$ cat src/rtl/core/hzfg_pkg.sv
`timescale 1ns / 1ps
// ----------------------------------------------------------------------------
// hzfg_pkg
// Shared types, constants and codes of the haptic zone force-gain block.
// ----------------------------------------------------------------------------
package hzfg_pkg;

  localparam int CHANNELS = 2;
  localparam int CH_W     = (CHANNELS > 1) ? $clog2(CHANNELS) : 1;

  localparam int DIST_W  = 16;
  localparam int FORCE_W = 16;
  localparam int COEF_W  = 24;
  localparam int ZONE_W  = 3;
  localparam int IDX_W   = 8;

  localparam logic [FORCE_W-1:0] DEFAULT_GAIN = FORCE_W'(3116);

  localparam logic [ZONE_W-1:0] ZONE_OUTSIDE = 3'd0;
  localparam logic [ZONE_W-1:0] ZONE_OUTER   = 3'd1;
  localparam logic [ZONE_W-1:0] ZONE_CENTER  = 3'd2;
  localparam logic [ZONE_W-1:0] ZONE_INNER   = 3'd3;
  localparam logic [ZONE_W-1:0] ZONE_INSIDE  = 3'd4;

  localparam logic [IDX_W-1:0] REG_OUTER_RADIUS    = 8'd0;
  localparam logic [IDX_W-1:0] REG_OUTER_BAND_EDGE = 8'd1;
  localparam logic [IDX_W-1:0] REG_INNER_RADIUS    = 8'd2;
  localparam logic [IDX_W-1:0] REG_INNER_BAND_EDGE = 8'd3;
  localparam logic [IDX_W-1:0] REG_SLOPE           = 8'd4;
  localparam logic [IDX_W-1:0] REG_OUTER_INTERCEPT = 8'd5;
  localparam logic [IDX_W-1:0] REG_INNER_INTERCEPT = 8'd6;
  localparam logic [IDX_W-1:0] REG_FORCE_LIMIT     = 8'd7;

  typedef struct packed {
    logic [DIST_W-1:0]         outer_radius;
    logic [DIST_W-1:0]         outer_band_edge;
    logic [DIST_W-1:0]         inner_radius;
    logic [DIST_W-1:0]         inner_band_edge;
    logic signed [COEF_W-1:0]  slope;
    logic signed [COEF_W-1:0]  outer_intercept;
    logic signed [COEF_W-1:0]  inner_intercept;
    logic [FORCE_W-1:0]        force_limit;
  } cfg_t;

  typedef struct packed {
    logic [ZONE_W-1:0] zone_now;
    logic [ZONE_W-1:0] zone_before;
  } zstate_t;

  localparam int ZSTATE_W = $bits(zstate_t);

endpackage

$ cat src/rtl/core/hzfg_ram.sv
`timescale 1ns / 1ps
// ----------------------------------------------------------------------------
// hzfg_ram
// Generic single-port-write, single-port-read RAM with registered read.
// ----------------------------------------------------------------------------
module hzfg_ram #(
  parameter int WIDTH = 8,
  parameter int DEPTH = 2,
  parameter int ADDR_W = (DEPTH > 1) ? $clog2(DEPTH) : 1
) (
  input  logic              clk,
  input  logic              wr_en,
  input  logic [ADDR_W-1:0] wr_addr,
  input  logic [WIDTH-1:0]  wr_data,
  input  logic              rd_en,
  input  logic [ADDR_W-1:0] rd_addr,
  output logic [WIDTH-1:0]  rd_data
);

  logic [WIDTH-1:0] mem [DEPTH];

  always_ff @(posedge clk) begin
    if (wr_en) begin
      mem[wr_addr] <= wr_data;
    end
    if (rd_en) begin
      rd_data <= mem[rd_addr];
    end
  end

endmodule

$ cat src/rtl/core/hzfg_cfg.sv
`timescale 1ns / 1ps
// ----------------------------------------------------------------------------
// hzfg_cfg
// Configuration register file: thresholds, ramp coefficients, force limit.
// ----------------------------------------------------------------------------
module hzfg_cfg (
  input  logic                      clk,
  input  logic                      rst,
  input  logic                      cfg_valid,
  output logic                      cfg_ready,
  input  logic [hzfg_pkg::IDX_W-1:0]  cfg_index,
  input  logic [hzfg_pkg::COEF_W-1:0] cfg_data,
  output hzfg_pkg::cfg_t            cfg
);
  import hzfg_pkg::*;

  assign cfg_ready = 1'b1;

  always_ff @(posedge clk) begin
    if (rst) begin
      cfg.outer_radius    <= DIST_W'(2458);
      cfg.outer_band_edge <= DIST_W'(3113);
      cfg.inner_radius    <= DIST_W'(1475);
      cfg.inner_band_edge <= DIST_W'(819);
      cfg.slope           <= COEF_W'(-96000);
      cfg.outer_intercept <= COEF_W'(18240);
      cfg.inner_intercept <= COEF_W'(8640);
      cfg.force_limit     <= FORCE_W'(3840);
    end else if (cfg_valid) begin
      unique case (cfg_index)
        REG_OUTER_RADIUS:    cfg.outer_radius    <= cfg_data[DIST_W-1:0];
        REG_OUTER_BAND_EDGE: cfg.outer_band_edge <= cfg_data[DIST_W-1:0];
        REG_INNER_RADIUS:    cfg.inner_radius    <= cfg_data[DIST_W-1:0];
        REG_INNER_BAND_EDGE: cfg.inner_band_edge <= cfg_data[DIST_W-1:0];
        REG_SLOPE:           cfg.slope           <= $signed(cfg_data);
        REG_OUTER_INTERCEPT: cfg.outer_intercept <= $signed(cfg_data);
        REG_INNER_INTERCEPT: cfg.inner_intercept <= $signed(cfg_data);
        REG_FORCE_LIMIT:     cfg.force_limit     <= cfg_data[FORCE_W-1:0];
        default: ;
      endcase
    end
  end

endmodule

$ cat src/rtl/core/hzfg_zone.sv
`timescale 1ns / 1ps
// ----------------------------------------------------------------------------
// hzfg_zone
// Zone transition and gain selection, including the shared ramp multiply.
// ----------------------------------------------------------------------------
module hzfg_zone (
  input  hzfg_pkg::cfg_t                cfg,
  input  logic [hzfg_pkg::DIST_W-1:0]   distance,
  input  hzfg_pkg::zstate_t             zs,
  input  logic                          attached,
  output logic [hzfg_pkg::FORCE_W-1:0]  gain,
  output logic [hzfg_pkg::ZONE_W-1:0]   zone
);
  import hzfg_pkg::*;

  localparam int PROD_W = COEF_W + DIST_W + 1;
  localparam int Q_W    = PROD_W - 14;
  localparam int SUM_W  = Q_W + 1;

  logic [DIST_W-1:0]        r1, r1p, r2, r2p;
  logic [ZONE_W-1:0]        z, prev;
  logic                     use_outer;
  logic signed [COEF_W-1:0] icpt;
  logic signed [PROD_W-1:0] prod;
  logic signed [Q_W-1:0]    q;
  logic signed [SUM_W-1:0]  f;
  logic signed [SUM_W-1:0]  lim;
  logic [FORCE_W-1:0]       ramp;

  assign r1   = cfg.outer_radius;
  assign r1p  = cfg.outer_band_edge;
  assign r2   = cfg.inner_radius;
  assign r2p  = cfg.inner_band_edge;
  assign z    = zs.zone_now;
  assign prev = zs.zone_before;

  assign use_outer = (z == ZONE_OUTER) || ((z == ZONE_CENTER) && (distance >= r1));
  assign icpt = use_outer ? cfg.outer_intercept : cfg.inner_intercept;
  assign prod = PROD_W'(cfg.slope) * $signed({1'b0, distance});
  assign q    = prod[PROD_W-1:14];
  assign f    = SUM_W'(q) + SUM_W'(icpt);
  assign lim  = $signed({{(SUM_W-FORCE_W){1'b0}}, cfg.force_limit});

  always_comb begin
    if (f >= lim) begin
      ramp = cfg.force_limit;
    end else if (f <= 0) begin
      ramp = '0;
    end else begin
      ramp = f[FORCE_W-1:0];
    end
  end

  always_comb begin
    gain = DEFAULT_GAIN;
    zone = z;
    if (attached) begin
      gain = cfg.force_limit;
    end else begin
      case (z)
        ZONE_OUTSIDE: begin
          if (distance > r1p) begin
            gain = '0;
          end else if (distance >= r1) begin
            zone = ZONE_OUTER;
            gain = '0;
          end
        end
        ZONE_OUTER: begin
          if (distance <= r1p && distance >= r1) begin
            if (prev == ZONE_CENTER) begin
              gain = ramp;
            end else if (prev == ZONE_OUTSIDE) begin
              gain = '0;
            end
          end else begin
            gain = '0;
            zone = (distance < r1) ? ZONE_CENTER : ZONE_OUTSIDE;
          end
        end
        ZONE_CENTER: begin
          if (distance < r1 && distance > r2) begin
            if (prev == ZONE_OUTER) begin
              gain = '0;
            end else if (prev == ZONE_INNER) begin
              gain = cfg.force_limit;
            end
          end else if (distance >= r1) begin
            zone = ZONE_OUTER;
            gain = (prev == ZONE_INNER) ? ramp : '0;
          end else begin
            zone = ZONE_INNER;
            gain = (prev == ZONE_OUTER) ? ramp : cfg.force_limit;
          end
        end
        ZONE_INNER: begin
          if (distance <= r2 && distance >= r2p) begin
            if (prev == ZONE_CENTER) begin
              gain = ramp;
            end else if (prev == ZONE_INSIDE) begin
              gain = cfg.force_limit;
            end
          end else begin
            gain = cfg.force_limit;
            zone = (distance < r2p) ? ZONE_INSIDE : ZONE_CENTER;
          end
        end
        default: begin
          gain = cfg.force_limit;
          if (distance < r2p) begin
            zone = ZONE_INSIDE;
          end else if (distance <= r2) begin
            zone = ZONE_INNER;
          end
        end
      endcase
    end
  end

endmodule

$ cat src/rtl/core/haptic_zone_force_gain.sv
`timescale 1ns / 1ps
// ----------------------------------------------------------------------------
// haptic_zone_force_gain
// Per-channel haptic force-gain zone machine with hysteresis.
//
// Input stream: s_tuser carries the channel, s_tdata the distance to target.
// Output stream: m_tdata carries gain and zone, m_tuser the attached flag.
// Config channel: cfg_valid/cfg_ready with cfg_index and cfg_data; always
// ready, indexes above seven are ignored. Write only while idle.
// One result per input transaction: the zone-state RAM read completes at the
// accepting edge into the compute stage, and the zone logic and ramp multiply
// then load the output register, from which m_tvalid is presented. Throughput
// is one transaction per cycle while m_tready stays high; a state write from
// the previous item is forwarded to a same-channel read.
// The zone state per channel lives in a small RAM with a valid bit per
// entry; reset clears the valid bits and latest distances and reloads the
// default configuration, so every channel starts outside. When m_tready is
// low the output register holds, the compute stage holds behind it, and
// s_tready drops only when both are full.
// ----------------------------------------------------------------------------
module haptic_zone_force_gain (
  input  logic        clk,
  input  logic        rst,
  // s_tdata: distance[15:0]
  input  logic        s_tvalid,
  output logic        s_tready,
  input  logic [15:0] s_tdata,
  // s_tuser: channel[0]
  input  logic        s_tuser,
  // m_tdata: gain[15:0], zone[18:16], zero pad[23:19]
  output logic        m_tvalid,
  input  logic        m_tready,
  output logic [23:0] m_tdata,
  // m_tuser: attached[0]
  output logic        m_tuser,
  input  logic        cfg_valid,
  output logic        cfg_ready,
  input  logic [hzfg_pkg::IDX_W-1:0]  cfg_index,
  input  logic [hzfg_pkg::COEF_W-1:0] cfg_data
);
  import hzfg_pkg::*;

  cfg_t                 cfg;
  logic                 accept;
  logic                 s1_valid;
  logic                 s1_move;
  logic [CH_W-1:0]      s1_ch;
  logic [DIST_W-1:0]    s1_dist;
  logic [CH_W-1:0]      in_ch;
  logic [ZSTATE_W-1:0]  rd_data;
  zstate_t              zs;
  logic                 fwd_valid;
  logic [CH_W-1:0]      fwd_addr;
  zstate_t              fwd_data;
  logic [CHANNELS-1:0]  ent_valid;
  logic [DIST_W-1:0]    last_dist [CHANNELS];
  logic [DIST_W-1:0]    d0, d1;
  logic                 att;
  logic [FORCE_W-1:0]   gain;
  logic [ZONE_W-1:0]    zone;
  zstate_t              wr_state;
  logic                 wr_en;

  hzfg_cfg u_cfg (
    .clk       (clk),
    .rst       (rst),
    .cfg_valid (cfg_valid),
    .cfg_ready (cfg_ready),
    .cfg_index (cfg_index),
    .cfg_data  (cfg_data),
    .cfg       (cfg)
  );

  assign in_ch    = CH_W'(s_tuser);
  assign s1_move  = s1_valid && (!m_tvalid || m_tready);
  assign s_tready = !s1_valid || s1_move;
  assign accept   = s_tvalid && s_tready;

  hzfg_ram #(
    .WIDTH (ZSTATE_W),
    .DEPTH (CHANNELS)
  ) u_ram (
    .clk     (clk),
    .wr_en   (wr_en),
    .wr_addr (s1_ch),
    .wr_data (wr_state),
    .rd_en   (accept),
    .rd_addr (in_ch),
    .rd_data (rd_data)
  );

  always_ff @(posedge clk) begin
    if (rst) begin
      s1_valid <= 1'b0;
    end else if (s_tready) begin
      s1_valid <= s_tvalid;
    end
  end

  always_ff @(posedge clk) begin
    if (accept) begin
      s1_ch   <= in_ch;
      s1_dist <= s_tdata;
    end
  end

  always_comb begin
    if (fwd_valid && fwd_addr == s1_ch) begin
      zs = fwd_data;
    end else if (ent_valid[s1_ch]) begin
      zs = zstate_t'(rd_data);
    end else begin
      zs = '{zone_now: ZONE_OUTSIDE, zone_before: ZONE_OUTSIDE};
    end
  end

  // substitute the current sample for its channel's stored distance
  assign d0  = (s1_ch == CH_W'(0)) ? s1_dist : last_dist[0];
  assign d1  = (s1_ch == CH_W'(1)) ? s1_dist : last_dist[1];
  assign att = (d0 < cfg.inner_radius) && (d1 < cfg.inner_radius);

  hzfg_zone u_zone (
    .cfg      (cfg),
    .distance (s1_dist),
    .zs       (zs),
    .attached (att),
    .gain     (gain),
    .zone     (zone)
  );

  always_comb begin
    if (zone != zs.zone_now) begin
      wr_state = '{zone_now: zone, zone_before: zs.zone_now};
    end else begin
      wr_state = zs;
    end
  end

  assign wr_en = s1_move && !att;

  always_ff @(posedge clk) begin
    if (rst) begin
      fwd_valid <= 1'b0;
      ent_valid <= '0;
      for (int i = 0; i < CHANNELS; i++) begin
        last_dist[i] <= '0;
      end
    end else begin
      if (wr_en) begin
        fwd_valid        <= 1'b1;
        ent_valid[s1_ch] <= 1'b1;
      end
      if (s1_move) begin
        last_dist[s1_ch] <= s1_dist;
      end
    end
  end

  always_ff @(posedge clk) begin
    if (wr_en) begin
      fwd_addr <= s1_ch;
      fwd_data <= wr_state;
    end
  end

  always_ff @(posedge clk) begin
    if (rst) begin
      m_tvalid <= 1'b0;
    end else if (!m_tvalid || m_tready) begin
      m_tvalid <= s1_valid;
    end
  end

  always_ff @(posedge clk) begin
    if (s1_move) begin
      m_tdata <= {5'b0, zone, gain};
      m_tuser <= att;
    end
  end

endmodule

$ cat config.mk
export PLATFORM = sky130hd
export DESIGN_NAME = haptic_zone_force_gain
export DESIGN_NICKNAME = d
export VERILOG_FILES = /design/src/rtl/core/hzfg_pkg.sv /design/src/rtl/core/hzfg_ram.sv /design/src/rtl/core/hzfg_cfg.sv /design/src/rtl/core/hzfg_zone.sv /design/src/rtl/core/haptic_zone_force_gain.sv
export SDC_FILE = /design/constraint.sdc
export NUM_CORES = 2
export LEC_CHECK = 0
export BUFFER_PORTS_ARGS = -buffer_cell sky130_fd_sc_hd__buf_4
export CAP_MARGIN = 20
export CORE_MARGIN = 5
export CORE_UTILIZATION = 35
export DETAILED_ROUTE_END_ITERATION = 8
export GPL_TIMING_DRIVEN = 0
export PLACE_DENSITY = 0.53
export SLEW_MARGIN = 20
export SYNTH_ARGS = -nofsm -noshare
export SYNTH_HDL_FRONTEND = slang
export SYNTH_SLANG_ARGS = --single-unit
$ cat constraint.sdc
create_clock -name clk -period 26.9 [get_ports clk]
set_input_delay 4.035 -clock clk [delete_from_list [all_inputs] [get_ports clk]]
set_output_delay 4.035 -clock clk [all_outputs]
set_load 0.005 [all_outputs]
After elaboration in Yosys (flattened, before gate mapping)
Memory sizes are Yosys's and may differ from the RTL's. A register that Yosys moved wholly into a read port is not among the register bits.
Index checks and enable logic that the tools add are counted.
Widths: inputs -> output; s select.
Storage, ports and cells
  register bits after elaboration: 201
  memory bits (writable): 44
  input bits: 54
  output and inout port bits: 28
  word-level logic and storage cells: 132
  memories kept: 2
Operators by class
  add/subtract/negate cells: 1
  multiply operators: 1
  magnitude comparators: 14
  equal/unequal tests: 16
  mux-type cells: 50
  bitwise operators: 1
  reductions and logical operators: 28
Memories
  last_dist: depth 2, width 16, rd ports 2, clocked after memory_dff 0, wr ports 2, line haptic_zone_force_gain.sv:56  | logic [DIST_W-1:0] last_dist [CHANNELS];
  u_ram.mem: depth 2, width 6, rd ports 1, clocked after memory_dff 1, wr ports 1, line hzfg_ram.sv:20  | logic [WIDTH-1:0] mem [DEPTH];
Operator list (count)
  $mux 16: 18
  $lt 16x16->1: 4
  $pmux 16 s4: 1
  $mul 24x17->41: 1
  $eq 8x3->1 const B: 4
  $ge 16x16->1: 2
  $gt 16x16->1: 2
  $le 16x16->1: 2
  $add 27x24->28: 1
  $ge 28x17->1: 1
  $le 28x1->1 const B: 1
  $mux 3: 9
  $mux 12: 2
  $mux 24: 1
  $mux 6: 3
  $eq 8x2->1 const B: 2
  $reduce_and 2->1: 8
  $reduce_or 16->1: 1
  $eq 3x2->1 const B: 4
  $mux 1: 12
  $pmux 3 s4: 1
  $logic_and 1x1->1: 10
  $eq 8x1->1 const B: 1
  $logic_not 8->1: 1
  12 further kinds: 19

Longest topological paths before layout
  depth after elaboration: 17
  depth in mapped cells: 47
  depth with buffers taken out: 41

By module
From an unflattened synthesis, not the netlist that was laid out.
Unflattened totals
  cells, all modules: 3261
  area, all modules: 30057.6 µm²
By module, submodules not included
  hzfg_zone: times used 1, cells each 2360, area an instance 19223.4 µm², sequential area each 0.0 µm²
  hzfg_cfg: times used 1, cells each 561, area an instance 6040.8 µm², sequential area each 3042.9 µm²
  haptic_zone_force_gain: times used 1, cells each 313, area an instance 4139.0 µm², sequential area each 2382.3 µm²
  hzfg_ram: times used 1, cells each 27, area an instance 654.4 µm², sequential area each 540.5 µm²

Worst setup path before layout
No wires, ideal clock.
  kind: reg2reg
  start point: register s1_dist[2]
  end point: register m_tdata[4] (data pin)
  setup time: 0.261 ns
  arrival: 9.694 ns
  data required time: 26.639 ns
  slack: 16.945 ns
  cell stages (with the launch flop): 45
  buffers on the path: 4
  period minus slack after synthesis: 9.955 ns
  path through: edfxtp_1 clkbuf_1 clkbuf_1 and2_1 fa_1 inv_1 fa_1 fa_1 fa_1 inv_1 fa_1 inv_1 fa_1 inv_1 ha_1 a211oi_1 o21ai_0 a41o_1 [... 9 more ...] a21o_1 a2111oi_0 nor2_1 xnor2_1 inv_1 ha_1 nand4_1 nor2_1 a221o_1 nor4_1 o41a_1 nand2b_1 o31a_1 buf_6 or2_1 buf_6 o311a_1 a221o_1
Between the ends
  word-level cells in the longest chain between the ends: 13
  elaborated cells between the ends (all ways): 35
  those cells by class: add/sub: 1; mul: 1; order compare: 11; mux: 16; reduce/logical: 6
Ends and longest elaborated chain
  from (decl): line haptic_zone_force_gain.sv:48  | logic [DIST_W-1:0] s1_dist;
  from (signal assigned): line haptic_zone_force_gain.sv:103  | s1_dist <= s_tdata;
  parallel branches: the longest is 12 deep, another holds $mul 24x17->41
  $mux 16 (*): line hzfg_zone.sv:57  | if (attached) begin
  via gain[4]: line haptic_zone_force_gain.sv:59  | logic [FORCE_W-1:0] gain;
  to (signal assigned): line haptic_zone_force_gain.sv:176  | m_tdata <= {5'b0, zone, gain};
  to (decl): line haptic_zone_force_gain.sv:33  | output logic [23:0] m_tdata,
Mark *: on every way through the listed nets, which the timed path passes.
A chain may end at the register's enable or synchronous reset.

Worst setup path in the final report
  start point: register s1_dist[4]
  end point: register m_tdata[7] (data pin)
Same word-level chain as after synthesis.

==> impl_metrics.ini <==
[floorplanning]
start_util_pct = 35.4
rows = 105
coreArea_um2 = 82200
top_level_ports = 82
die_area_um2 = 89100
die_width_um = 298
die_h_um = 298

[clocking]
htree_levels = 1
cts_hold_buf = 0
clkTransAtPathRegs_ns = 0.07
cts_max_path_buffers = 3
cts_root_buf = clkbuf_16
cts.sinks = 251
worstSkewPairLatency_ns = 0.57
cts_tree = yes
numCtsBuffers = 26
cts_setup_buffers = 0
cts_resized = 0

[finish]
syn_to_final_growth_pct = 9.11
multi_input_area_um2 = 20300
seq_area_um2 = 5970
design_area_um2 = 31800
instances_no_fill = 4510
drive_gt1_share_pct = 6.51
fillers = 8532
nets = 4090

[detailed_routing]
wl_per_cell_um = 20.7
postRouteAntennaNets = 0
vias_per_cell = 5.12
wl_mm = 93.3
drc = 0
num_vias = 23100
drt-pass1-iter-count = 5
drt-initial-drc-count = 1416

[setup_path]
crit_buf_inv = 6
cp_top_family = adder cells
cpPeakStageDelay_ns = 0.84
cp-start-kind = register
worstPathArrival_ns = 13.19
crit_top_cell = fa_1
critPathSlowestCell = clkbuf_1
required_ns = 27.32
critPathCaptureType = register
path_class = register to register
cp_max_fo = 10

[global_routing]
groute.usage.overall_pct = 20.8
antenna_found_initial = 8
grt_max_degree = 24
grt_first_pass_wirelength_mm = 144
grt_pass1_vias = 24100
overflow = 0

[timing]
fin_tns_setup_ns = 0
min_period_over_period_pct = 47.5
hold_viol = 0
slew_headroom_pct = 22.6
rsz0062_at_grt = no
fin_crit_ns = 12.77
slew_violations = 0
fmax_ghz = 0.0783
setup_violations = 0
finClkSkew_ns = 0.0303
setup_slack_ns = 14.13
tightest_slew_ns = 1.16

[placement]
dp_hpwl_mm = 72.9
placed_area_um2 = 30900
placed_cells = 4461
pre_cts_slack_ns = 14.03
place_congestion = 0.922
portBuffers = 58

[synth]
synth_area_leaders = fa_1 26%, dfxtp_1 11%, ha_1 10%, edfxtp_1 9.7%, inv_1 7.2%
synth_top_cells_by_count = 561 x inv_1, 551 x nand2_1, 376 x fa_1, 241 x ha_1, 216 x and2_1
ys.flop_type = dfxtp_1
yosysTopAreaCell = fa_1
yosysMostFrequentCell = inv_1
synth.avg_cell_area_um2 = 8.75
syn_area_um2 = 29100
yosysWarnings = 0
synth_top_area_share_pct = 25.9
synthCells = 3327
synth-seq-cells = 251
synth-edff-count = 94
synthArstFlopShare_pct = 0
ys_seq_area_share_pct = 20.5
synthDistinctLibCells = 87

[hold_path]
hold_path_class = register to register

[run_status]
status = completed

[run]
cap_violations = 0
==> worst paths after layout <==
kind / from / cells after the start / slack [ns] / to
worst min-delay path: u_cfg.cfg[34]$_SDFFE_PP0P_ / 2 / 0.45 / u_cfg.cfg[34]$_SDFFE_PP0P_
worst max-delay path: s1_dist[4]$_DFFE_PP_ / 37 / 14.13 / m_tdata[7]$_DFFE_PP_
worst min register to register: u_cfg.cfg[34]$_SDFFE_PP0P_ / 2 / 0.45 / u_cfg.cfg[34]$_SDFFE_PP0P_
worst max register to register: s1_dist[4]$_DFFE_PP_ / 37 / 14.13 / m_tdata[7]$_DFFE_PP_
==> sequential cells by signal, summed over array words and instances, names as in the netlist <==
signal and cells:
s1_dist 16, last_dist 32, u_cfg.cfg 152, s1_ch 1, u_ram.mem 12, m_tuser 1
ent_valid 2, u_ram.rd_data 6, fwd_data 6, fwd_valid 1, s1_valid 1, fwd_addr 1
m_tvalid 1, m_tdata 19
==> layer usage <==
metal  up-vias  routed length (um)  global-route usage (%)
met5         -                  20                       0
met4         2                3480                    6.65
met3       133                5690                    3.30
met2       672               42700                    34.2
met1     11400               41300                    28.3
li1      10900                   -                       -
==> kinds of logic (layout without fill, tap and decap cells) <==
family | after synthesis | in the layout | synth area share (%)
AO/OA/AOI/OAI | 498 | 498 | 10.9
XOR/XNOR | 45 | 45 | 1.35
adder cells (fa/ha/maj) | 617 | 617 | 36.2
buffers and inverters | 728 | 836 | 9.81
flip-flops | 251 | 251 | 20.5
multiplexers | 78 | 78 | 2.96
other | 2 | 7 | 0.0258
AND/OR/NAND/NOR | 1108 | 1108 | 18.2
==> worst min-delay path, delay by kind of cell (launching register included) <==
kind               cells  cell delay [ns]
DFF                    1             0.31
and+or+nand+nor        1             0.05
AOI/OAI and AO/OA      1             0.05
==> metrics by stage <==
step                      utilization (%)  hold WS (ns)
final                                38.6         0.452
after floorplan                         -         0.433
after global routing                 38.6         0.469
after CTS                            38.6         0.453
after detailed placement             37.6         0.444
after global placement               37.6         0.440
==> placed cells by master, fill, tap and decap left out, drive strengths merged, types with 9 or more instances in the layout <==
master    n
nand3b   33
nor3     30
a21oi   202
o221ai   10
nand2b   12
clkbuf  168
a211o    28
ha      241
buf      95
inv     562
mux2i    13
xnor2    32
edfxtp   94
o211ai   13
fa      376
and2    216
o21ai    87
nand2   552
xor2     13
and3     13
nand3    52
mux2     65
clkinv    9
dfxtp   157
o21a     19
nand4    26
a31oi    14
o31ai    10
a21o     26
nor2    116
a211oi   15
==> cell type report <==
type	count	share of cell area, %
multi-input cells	2352	64.0
inverters	561	6.63
well taps	1070	4.21
diodes	1	0.00788
plain buffers	167	2.37
repair buffers	60	1.41
flip-flops and latches	251	18.8
clock buffers	36	2.26
clock inverters	12	0.319
Power is left out: the tool's default activity adds up to more than one toggle a clock period on the data nets, which glitch-free logic cannot reach.
